## config.mk

```make
export PLATFORM = sky130hd
export DESIGN_NAME = double_ended_queue
export DESIGN_NICKNAME = d
export VERILOG_FILES = /design/src/rtl/dq_pkg.sv /design/src/rtl/double_ended_queue.sv /design/src/rtl/dq_cell.sv /design/src/rtl/dq_chain.sv
export SDC_FILE = /design/constraint.sdc
export NUM_CORES = 2
export LEC_CHECK = 0
export BUFFER_PORTS_ARGS = -buffer_cell sky130_fd_sc_hd__buf_2
export CORE_MARGIN = 2
export CORE_UTILIZATION = 52
export DETAILED_ROUTE_END_ITERATION = 10
export GPL_TIMING_DRIVEN = 0
export PLACE_DENSITY = 0.72
export SETUP_SLACK_MARGIN = 0.15
export SLEW_MARGIN = 25
export SYNTH_ARGS = -nofsm -noshare
export SYNTH_HDL_FRONTEND = slang
export SYNTH_SLANG_ARGS = --single-unit
```

## constraint.sdc

```tcl
create_clock -name i_clk -period 10.5 [get_ports i_clk]
set_input_delay 0 -clock i_clk [delete_from_list [all_inputs] [get_ports i_clk]]
set_output_delay 0 -clock i_clk [all_outputs]
set_load 0.01 [all_outputs]
```

## src/rtl/dq_pkg.sv

```systemverilog
`default_nettype none

package dq_pkg;

    // default sizing
    localparam int DEFAULT_DEPTH      = 16;
    localparam int DEFAULT_DATA_WIDTH = 32;

    // operation codes carried by i_action
    typedef enum logic [2:0] {
        ACT_NONE       = 3'd0,
        ACT_PUSH_FRONT = 3'd1,
        ACT_PUSH_BACK  = 3'd2,
        ACT_POP_FRONT  = 3'd3,
        ACT_POP_BACK   = 3'd4
    } t_action;

    // status codes reported with every result
    typedef enum logic [1:0] {
        ST_DONE      = 2'd0,
        ST_PUSH_FULL = 2'd1,
        ST_POP_EMPTY = 2'd2
    } t_status;

    // per-cycle command broadcast along one row of cells
    typedef struct packed {
        logic shift_in;     // every cell takes its lower neighbor, cell 0 takes push data
        logic shift_out;    // every cell but the last takes its upper neighbor, the last keeps its value
        logic write_tail;   // the cell at the fill position takes push data
    } t_cell_ctl;

endpackage

`default_nettype wire

```

## src/rtl/double_ended_queue.sv

```systemverilog
`default_nettype none

// Bounded double-ended queue built from two rows of shifting cells.
// One row keeps the elements in order from the front, the other in order
// from the back, so the front and back elements always sit in cell 0 of
// their row and no row is ever searched.
// Command channel: an operation (none, push front, push back, pop front,
// pop back) plus push data is transferred at a rising edge with start high
// and busy low. busy stays low: every row shifts or fills as the operation
// is taken, so one operation is taken each clock.
// Result channel: one result per operation, shown for exactly one cycle
// with o_result_valid high, in the cycle after the transfer (throughput
// 1 per clock). It carries the front and back elements (zero
// when empty), the count, the empty and full flags, and the status.
// A push on a full queue or a pop on an empty one changes nothing and is
// flagged in the status; unknown action codes act as none.
// The receiver cannot stall; a result not taken in its cycle is lost.
// Reset (i_rst_n low, synchronous) empties the queue and clears the strobe;
// element storage is not cleared and needs no clearing pass.
module double_ended_queue #(
    parameter int DEPTH      = dq_pkg::DEFAULT_DEPTH,
    parameter int DATA_WIDTH = dq_pkg::DEFAULT_DATA_WIDTH,
    parameter int CW         = $clog2(DEPTH + 1)
) (
    input  wire logic                  i_clk,
    input  wire logic                  i_rst_n,
    input  wire logic                  start,
    output logic                       busy,
    input  wire logic [2:0]            i_action,
    input  wire logic [DATA_WIDTH-1:0] i_push_data,
    output logic                       o_result_valid,
    output logic      [DATA_WIDTH-1:0] o_front_value,
    output logic      [DATA_WIDTH-1:0] o_back_value,
    output logic      [CW-1:0]         o_element_count,
    output logic                       o_is_empty,
    output logic                       o_is_full,
    output logic      [1:0]            o_status
);
    import dq_pkg::*;

    logic          r_valid;
    logic          n_valid;
    logic [CW-1:0] r_count;
    logic [CW-1:0] n_count;
    t_status       r_status;
    t_status       n_status;

    t_cell_ctl             w_front_ctl;
    t_cell_ctl             w_back_ctl;
    logic [DATA_WIDTH-1:0] w_front_head;
    logic [DATA_WIDTH-1:0] w_back_head;
    logic                  w_transfer;
    logic                  w_full;
    logic                  w_empty;

    assign busy       = 1'b0;
    assign w_transfer = start && !busy;
    assign w_full     = (r_count == CW'(DEPTH));
    assign w_empty    = (r_count == '0);

    // decode the operation into row commands and the new count
    always_comb begin
        n_valid     = w_transfer;
        n_count     = r_count;
        n_status    = r_status;
        w_front_ctl = '0;
        w_back_ctl  = '0;
        if (w_transfer) begin
            n_status = ST_DONE;
            case (t_action'(i_action))
                ACT_PUSH_FRONT: begin
                    if (w_full) begin
                        n_status = ST_PUSH_FULL;
                    end else begin
                        w_front_ctl.shift_in  = 1'b1;
                        w_back_ctl.write_tail = 1'b1;
                        n_count               = r_count + CW'(1);
                    end
                end
                ACT_PUSH_BACK: begin
                    if (w_full) begin
                        n_status = ST_PUSH_FULL;
                    end else begin
                        w_front_ctl.write_tail = 1'b1;
                        w_back_ctl.shift_in    = 1'b1;
                        n_count                = r_count + CW'(1);
                    end
                end
                ACT_POP_FRONT: begin
                    if (w_empty) begin
                        n_status = ST_POP_EMPTY;
                    end else begin
                        w_front_ctl.shift_out = 1'b1;
                        n_count               = r_count - CW'(1);
                    end
                end
                ACT_POP_BACK: begin
                    if (w_empty) begin
                        n_status = ST_POP_EMPTY;
                    end else begin
                        w_back_ctl.shift_out = 1'b1;
                        n_count              = r_count - CW'(1);
                    end
                end
                default: begin
                    n_status = ST_DONE;
                end
            endcase
        end
    end

    // control registers
    always_ff @(posedge i_clk) begin
        if (!i_rst_n) begin
            r_valid  <= 1'b0;
            r_count  <= '0;
            r_status <= ST_DONE;
        end else begin
            r_valid  <= n_valid;
            r_count  <= n_count;
            r_status <= n_status;
        end
    end

    // row ordered from the front
    dq_chain #(
        .DEPTH      (DEPTH),
        .DATA_WIDTH (DATA_WIDTH),
        .CW         (CW)
    ) u_front_row (
        .i_clk       (i_clk),
        .i_ctl       (w_front_ctl),
        .i_count     (r_count),
        .i_push_data (i_push_data),
        .o_head_data (w_front_head)
    );

    // row ordered from the back
    dq_chain #(
        .DEPTH      (DEPTH),
        .DATA_WIDTH (DATA_WIDTH),
        .CW         (CW)
    ) u_back_row (
        .i_clk       (i_clk),
        .i_ctl       (w_back_ctl),
        .i_count     (r_count),
        .i_push_data (i_push_data),
        .o_head_data (w_back_head)
    );

    // result outputs
    assign o_result_valid  = r_valid;
    assign o_front_value   = w_empty ? '0 : w_front_head;
    assign o_back_value    = w_empty ? '0 : w_back_head;
    assign o_element_count = r_count;
    assign o_is_empty      = w_empty;
    assign o_is_full       = w_full;
    assign o_status        = r_status;

    // checks
    a_result_follows: assert property (@(posedge i_clk) disable iff (!i_rst_n)
        w_transfer |=> o_result_valid)
        else $error("missing result after transfer");

    a_no_spurious: assert property (@(posedge i_clk) disable iff (!i_rst_n)
        !w_transfer |=> !o_result_valid)
        else $error("result without transfer");

    a_count_bound: assert property (@(posedge i_clk) disable iff (!i_rst_n)
        r_count <= CW'(DEPTH))
        else $error("count above capacity");

    a_empty_zero: assert property (@(posedge i_clk) disable iff (!i_rst_n)
        o_is_empty |-> (o_front_value == '0) && (o_back_value == '0))
        else $error("nonzero value on empty queue");

    a_dropped_keeps: assert property (@(posedge i_clk) disable iff (!i_rst_n)
        o_result_valid && (o_status != ST_DONE) |-> $stable(r_count))
        else $error("flagged operation changed the count");

endmodule

`default_nettype wire

```

## src/rtl/dq_cell.sv

```systemverilog
`default_nettype none

module dq_cell #(
    parameter int DATA_WIDTH = dq_pkg::DEFAULT_DATA_WIDTH
) (
    input  wire logic                  i_clk,
    input  wire dq_pkg::t_cell_ctl     i_ctl,
    input  wire logic                  i_tail_hit,
    input  wire logic [DATA_WIDTH-1:0] i_prev_data,
    input  wire logic [DATA_WIDTH-1:0] i_next_data,
    input  wire logic [DATA_WIDTH-1:0] i_push_data,
    output logic      [DATA_WIDTH-1:0] o_data
);
    import dq_pkg::*;

    logic [DATA_WIDTH-1:0] r_data;
    logic [DATA_WIDTH-1:0] n_data;

    // pick the new content: shift away from cell 0, toward cell 0, or fill
    always_comb begin
        n_data = r_data;
        if (i_ctl.shift_in) begin
            n_data = i_prev_data;
        end else if (i_ctl.shift_out) begin
            n_data = i_next_data;
        end else if (i_ctl.write_tail && i_tail_hit) begin
            n_data = i_push_data;
        end
    end

    // element storage, no reset needed
    always_ff @(posedge i_clk) begin
        r_data <= n_data;
    end

    assign o_data = r_data;

endmodule

`default_nettype wire

```

## src/rtl/dq_chain.sv

```systemverilog
`default_nettype none

module dq_chain #(
    parameter int DEPTH      = dq_pkg::DEFAULT_DEPTH,
    parameter int DATA_WIDTH = dq_pkg::DEFAULT_DATA_WIDTH,
    parameter int CW         = $clog2(DEPTH + 1)
) (
    input  wire logic                  i_clk,
    input  wire dq_pkg::t_cell_ctl     i_ctl,
    input  wire logic [CW-1:0]         i_count,
    input  wire logic [DATA_WIDTH-1:0] i_push_data,
    output logic      [DATA_WIDTH-1:0] o_head_data
);
    import dq_pkg::*;

    logic [DATA_WIDTH-1:0] w_data [DEPTH];

    // row of cells, cell 0 holds the element at the open end of this row
    for (genvar g = 0; g < DEPTH; g++) begin : g_cell
        logic [DATA_WIDTH-1:0] w_prev;
        logic [DATA_WIDTH-1:0] w_next;

        if (g == 0) begin : g_first
            assign w_prev = i_push_data;
        end else begin : g_mid
            assign w_prev = w_data[g-1];
        end

        if (g == DEPTH - 1) begin : g_last
            assign w_next = w_data[g];
        end else begin : g_up
            assign w_next = w_data[g+1];
        end

        dq_cell #(
            .DATA_WIDTH (DATA_WIDTH)
        ) u_cell (
            .i_clk       (i_clk),
            .i_ctl       (i_ctl),
            .i_tail_hit  (i_count == CW'(g)),
            .i_prev_data (w_prev),
            .i_next_data (w_next),
            .i_push_data (i_push_data),
            .o_data      (w_data[g])
        );
    end

    assign o_head_data = w_data[0];

endmodule

`default_nettype wire
```

== Word level (Yosys, flattened, before mapping) ==
Cells that the tools add are included.

* Equal/unequal tests: 24
* Muxes and demuxes: 112
* Reductions and logical operators: 71
* $add $sub $neg: 2

{| class="wikitable"
|+ Operators with widths
! operator !! number
|-
| $mux W32 || 98
|-
| $reduce_bool A3 Y1 || 30
|-
| $eq A5 B4 Y1 const B || 8
|-
| $logic_and A1 B1 Y1 || 32
|-
| $eq A5 B3 Y1 const B || 4
|-
| $eq A5 B2 Y1 const B || 2
|-
| $mux W5 || 2
|-
| $pmux W5 S2 || 1
|-
| $mux W1 || 7
|-
| $eq A3 B2 Y1 const B || 2
|-
| $mux W3 || 2
|-
| $reduce_bool A2 Y1 || 3
|-
| $add A5 B1 Y5 const B || 1
|-
| $eq A5 B1 Y1 const B || 1
|-
| $eq A5 B5 Y1 const B || 1
|-
| $logic_not A5 Y1 || 1
|-
| $sub A5 B1 Y5 const B || 1
|-
| $ne A2 B1 Y1 const B || 2
|-
| $ne A2 B2 Y1 const B || 2
|-
| $pmux W2 S2 || 1
|-
| $reduce_and A2 Y1 || 2
|-
| $reduce_and A4 Y1 || 1
|-
| $reduce_or A2 Y1 || 2
|-
| $eq A3 B1 Y1 const B || 1
|-
| 2 further kinds || 2
|}

* Output and inout bits: 75
* Logic and storage cells: 244
* Register bits after elaboration: 1,032

== Logic depth before layout (Yosys ltp) ==
* Word-level depth: 8
* Depth in mapped cells: 11
* Mapped depth without buffers: 6

== By module ==
From an unflattened synthesis, not the netlist that was laid out.

* Cell total of the unflattened synthesis: 4,656
* Area total of the unflattened synthesis: 54,808.8 um^2

{| class="wikitable"
|+ Modules (own cells, without submodules)
! module !! cells each !! area each (um^2) !! seq. area each (um^2) !! instances
|-
| dq_cell || 140 || 1,675.4 || 960.9 || 32
|-
| double_ended_queue || 130 || 972.2 || 160.2 || 1
|-
| dq_chain || 23 || 112.6 || 0.0 || 2
|}

== Worst setup path before layout ==
Ideal clock, no wire load.

* Kind: register to register
* Start: register r_count[0] (netlist: o_element_count[0])
* End: register u_back_row.g_cell[11].u_cell.r_data[0], enable pin
* Required time: 10.034 ns
* Arrival: 4.049 ns
* Path buffers: 3
* Stages on the path, launching flop included: 9
* Library setup time: 0.466 ns
* Setup slack: 5.986 ns
* Clock period less this slack: 4.514 ns
* Path through: dfxtp_1 > inv_1 > ha_1 > nand4bb_1 > nand4b_1 > clkbuf_1 > clkbuf_1 > clkbuf_1 > o21ai_0

* Cells in the longest elaborated chain, start to end: 6
* Elaborated cells on any way between the ends: 11

{| class="wikitable"
|+ RTL lines
! what !! RTL line !! RTL
|-
| from (decl) || double_ended_queue.sv:43 || <nowiki>logic [CW-1:0] r_count;</nowiki>
|-
| from (signal assigned) || double_ended_queue.sv:120 || <nowiki>r_count <= n_count;</nowiki>
|-
| $eq A5 B5 Y1 || double_ended_queue.sv:58 || <nowiki>assign w_full = (r_count == CW'(DEPTH));</nowiki>
|-
| $mux W1 || double_ended_queue.sv:72, double_ended_queue.sv:81 ||
|-
| $mux W1 || double_ended_queue.sv:70 || <nowiki>case (t_action'(i_action))</nowiki>
|-
| $mux W3 || double_ended_queue.sv:68 || <nowiki>if (w_transfer) begin</nowiki>
|-
| $logic_and A1 B1 Y1 || dq_cell.sv:26 || <nowiki>end else if (i_ctl.write_tail && i_tail_hit) begin</nowiki>
|-
| $reduce_bool A3 Y1 (no source line) * || n/a ||
|-
| to (signal assigned) || dq_cell.sv:33 || <nowiki>r_data <= n_data;</nowiki>
|-
| to (decl) || dq_cell.sv:16 || <nowiki>logic [DATA_WIDTH-1:0] r_data;</nowiki>
|}

Every way passes the cells marked *; elsewhere a longest branch is shown, timed or not.
A chain may end at the register's enable or synchronous reset.

== Worst setup path in the final report ==
* Start: register r_count[0] (netlist: o_element_count[0])
* End: register u_front_row.g_cell[15].u_cell.r_data[20], enable pin

* Cells in the longest elaborated chain, start to end: 7
* Elaborated cells on any way between the ends: 13

{| class="wikitable"
|+ RTL lines
! what !! RTL line
|-
| $eq A5 B5 Y1 || double_ended_queue.sv:58
|-
| $mux W1 || double_ended_queue.sv:72, double_ended_queue.sv:81
|-
| $mux W1 || double_ended_queue.sv:70
|-
| $mux W3 || double_ended_queue.sv:68
|-
| $logic_and A1 B1 Y1 || dq_cell.sv:26
|-
| $reduce_bool A2 Y1 (no source line) || n/a
|-
| $reduce_and A2 Y1 (no source line) * || n/a
|-
| to (signal assigned) || dq_cell.sv:33
|-
| to (decl) || dq_cell.sv:16
|}

Marks and branches as above.

==> run summary <==
Status: completed
I/O pin count: 113
Fillers: 6456
Worst Path Max Fanout: 19
DP Wirelength: 98200 um
EDFF count, synth: 1024
Vias per cell: 7.17
Reg2Reg Depth: 9
Hold_sp: i_action[0]
# rows: 107
Layout area overhead: 15.4%
Worst slew pin tran: 1.15 ns
Cells after Synth: 2962
Element type at the critical path end: register
R2r setup slk: 6.11 ns
CP Class: register to register
Max Fclk: 228 MHz
Yosys reg bits: 1032
Pleak: 18.2 nW
Htree depth: 3
Diode count: 0
Post-synthesis sequential area ratio: 0.690
Total routed wirelength: 139000 um
Ys async rst share: 0
MaxCap Viol Count: 0
Vias: 32100
Die width: 297 um
Hold Path Stages: 5
RSZ-0062 raised after global routing: no
Hold-fix buffers at CTS: 40
Syn Nets: 3006
Smallest hold slack: 0.0660 ns
Clk_lat worst skew: 0.70 ns
Grt ovf: 0
Post-CTS setup repair buffer count: 0
DRT iter0 DRCs: 5148
Number of global-route vias before repair: 31600
Endpoints failing setup: 0
Mean Syn Cell Area: 15.1 sq um
Largest area contributor in the netlist: edfxtp_1
Wire length per cell: 31.1 um
Final count of pins violating max slew: 0
Worst rel slew slack: 0.236
GPL Wtd Cong: 0.916
Worst VDD drop: 0.132 mV
Initial antenna violation count: 4
Post-layout minimum cycle time: 4.39 ns
Clock transition at the registers of the reported paths: 0.06 ns
WP data required: 10.92 ns
Layout Cells excl Fill: 4481
Most frequent cells in the layout: edfxtp_1 (1024), a221o_1 (896), nand2_1 (396)
Post-route DRC: 0
Largest net degree at the start of global routing: 33
Post-CTS Resized: 0
R2R Path End: u_front_row.g_cell[15].u_cell.o_data[20]
Die height: 297 um
First-pass DRT Iterations: 7
First-pass GRT wire length: 205000 um
Root Driver: clkbuf_16
Placed cell count: 4246
Post-synth cell types: 40
Final nets: 3293
Crit share post-route: 0.418
Arr. time, crit path: 4.81 ns
CTS tree: built
Worst Hold Class: primary input to register
CP Launch Type: register
Final antenna-violating net count: 0
Mapped Area: 44800 sq um
Total CTS buffers: 105
Fraction of layout cells with a size suffix above 1: 0.156
Core area: 85300 sq um
Initial Util: 0.525
Post-synth top area share: 0.687
Final Hold Viols: 0
Most common cell after layout, fill and taps aside: edfxtp_1
Synth area leaders: edfxtp_1 (69%), a221o_1 (20%), nand2_1 (3.4%)
Final TNS setup: 0 ns
Worst Setup SP: o_element_count[0]
Skew final: 0.0318 ns
Clock tree sinks: 1032
PD cells: 183 nW/um^2
Hold Crit Endpoint: o_element_count[1]
Synth Flop Type: edfxtp_1
Reg2reg start: o_element_count[0]
Buffers on Ports: 109
GRT Resource Usage Total: 0.306
CTS max path bufs: 3
Syn. warnings: 0
Die area: 88500 sq um
-- power by group --
group	internal (mW)	leakage, nW	switching (mW)
combinational	0.332	7.15	0.494
clock	2.17	1.65	1.65
sequential	4.72	9.40	0.0811
-- sequential cells by signal (all words and copies together), names as in the netlist --
| register | flops |
|---|---|
| o_status | 2 |
| o_result_valid | 1 |
| u_front_row.g_cell.u_cell.o_data | 512 |
| o_element_count | 5 |
| u_back_row.g_cell.u_cell.o_data | 512 |
-- Yosys cell counts (2+ instances only) --
library cell  count
buf_6            20
a21oi_1           4
buf_1             8
inv_1             6
o21ai_0          18
nand3_1          20
and3_1           68
and4b_1           2
buf_2           127
a21o_1            6
and2_1           65
nor3_1            5
nor2b_1           3
buf_4            30
a221o_1         896
clkbuf_1        206
o211ai_1          2
nand2_1         406
nand3b_1          2
nand4b_1          2
nor2_1            7
a22oi_1           2
mux2i_1           2
nand2b_1          4
dfxtp_1           8
ha_1              6
edfxtp_1       1024
-- worst max path at each step --
stage,depth (start not counted),end
after floorplan,8,u_back_row.g_cell[11].u_cell.o_data[0]
after global placement,8,u_front_row.g_cell[0].u_cell.o_data[25]
after detailed placement,9,u_back_row.g_cell[12].u_cell.o_data[24]
after CTS,9,u_back_row.g_cell[12].u_cell.o_data[12]
after global routing,9,u_front_row.g_cell[15].u_cell.o_data[23]
final,9,u_front_row.g_cell[15].u_cell.o_data[20]
-- stage by stage --
stage / power (mW) / util / setup slack, ns / instance area (sq um)
global route: 9.66 / 0.606 / 6.05 / 51700
global placement: 5.62 / 0.548 / 2.55 / 46800
finish: 9.45 / 0.606 / 6.11 / 51700
detailed placement: 5.68 / 0.561 / 6.04 / 47800
floorplan: 5.35 / - / 5.99 / 44800
CTS: 9.43 / 0.606 / 6.02 / 51700
-- metal layers --
layer / wire [um] / vias up / global-route usage / share of wire
met1: 52300 / 16000 / 0.406 / 0.38
met3: 15500 / 364 / 0.0632 / 0.11
met2: 65600 / 2680 / 0.488 / 0.47
met5: 0 / - / 0 / 0
met4: 5930 / 0 / 0.136 / 0.043
li1: - / 13100 / - / -
-- cells by family after synthesis --
group / Yosys count / share of synthesized area
flip-flops: 1032 / 0.690
AO/OA/AOI/OAI: 933 / 0.205
AND/OR/NAND/NOR: 590 / 0.0595
buffers and inverters: 397 / 0.0427
adder cells (fa/ha/maj): 6 / 0.00168
multiplexers: 2 / 0.000447
other: 1 / 0.0000837
XOR/XNOR: 1 / 0.000196
-- worst max-delay path, cell delays in order (launching register included) --
cell and delay (ns):
dfxtp_1 0.36, inv_1 0.13, ha_1 0.40, nand4bb_1 0.36, nand4b_1 0.49, clkbuf_1 0.45, clkbuf_1 0.58, clkbuf_1 0.53
nand2_2 0.48, buf_16 0.32
-- cell type report --
type	instances	area [sq um]	share of cell area
Multi-Input combinational cell	1533	12200	0.236
Clock inverter	73	681	0.0132
Tap cell	1144	1430	0.0277
Clock buffer	122	2780	0.0537
Inverter	6	22.5	0.000436
Timing Repair Buffer	180	1780	0.0344
Sequential cell	1032	30900	0.598
Buffer	391	1890	0.0366
No activity file was read; power rests on OpenSTA's default activity.
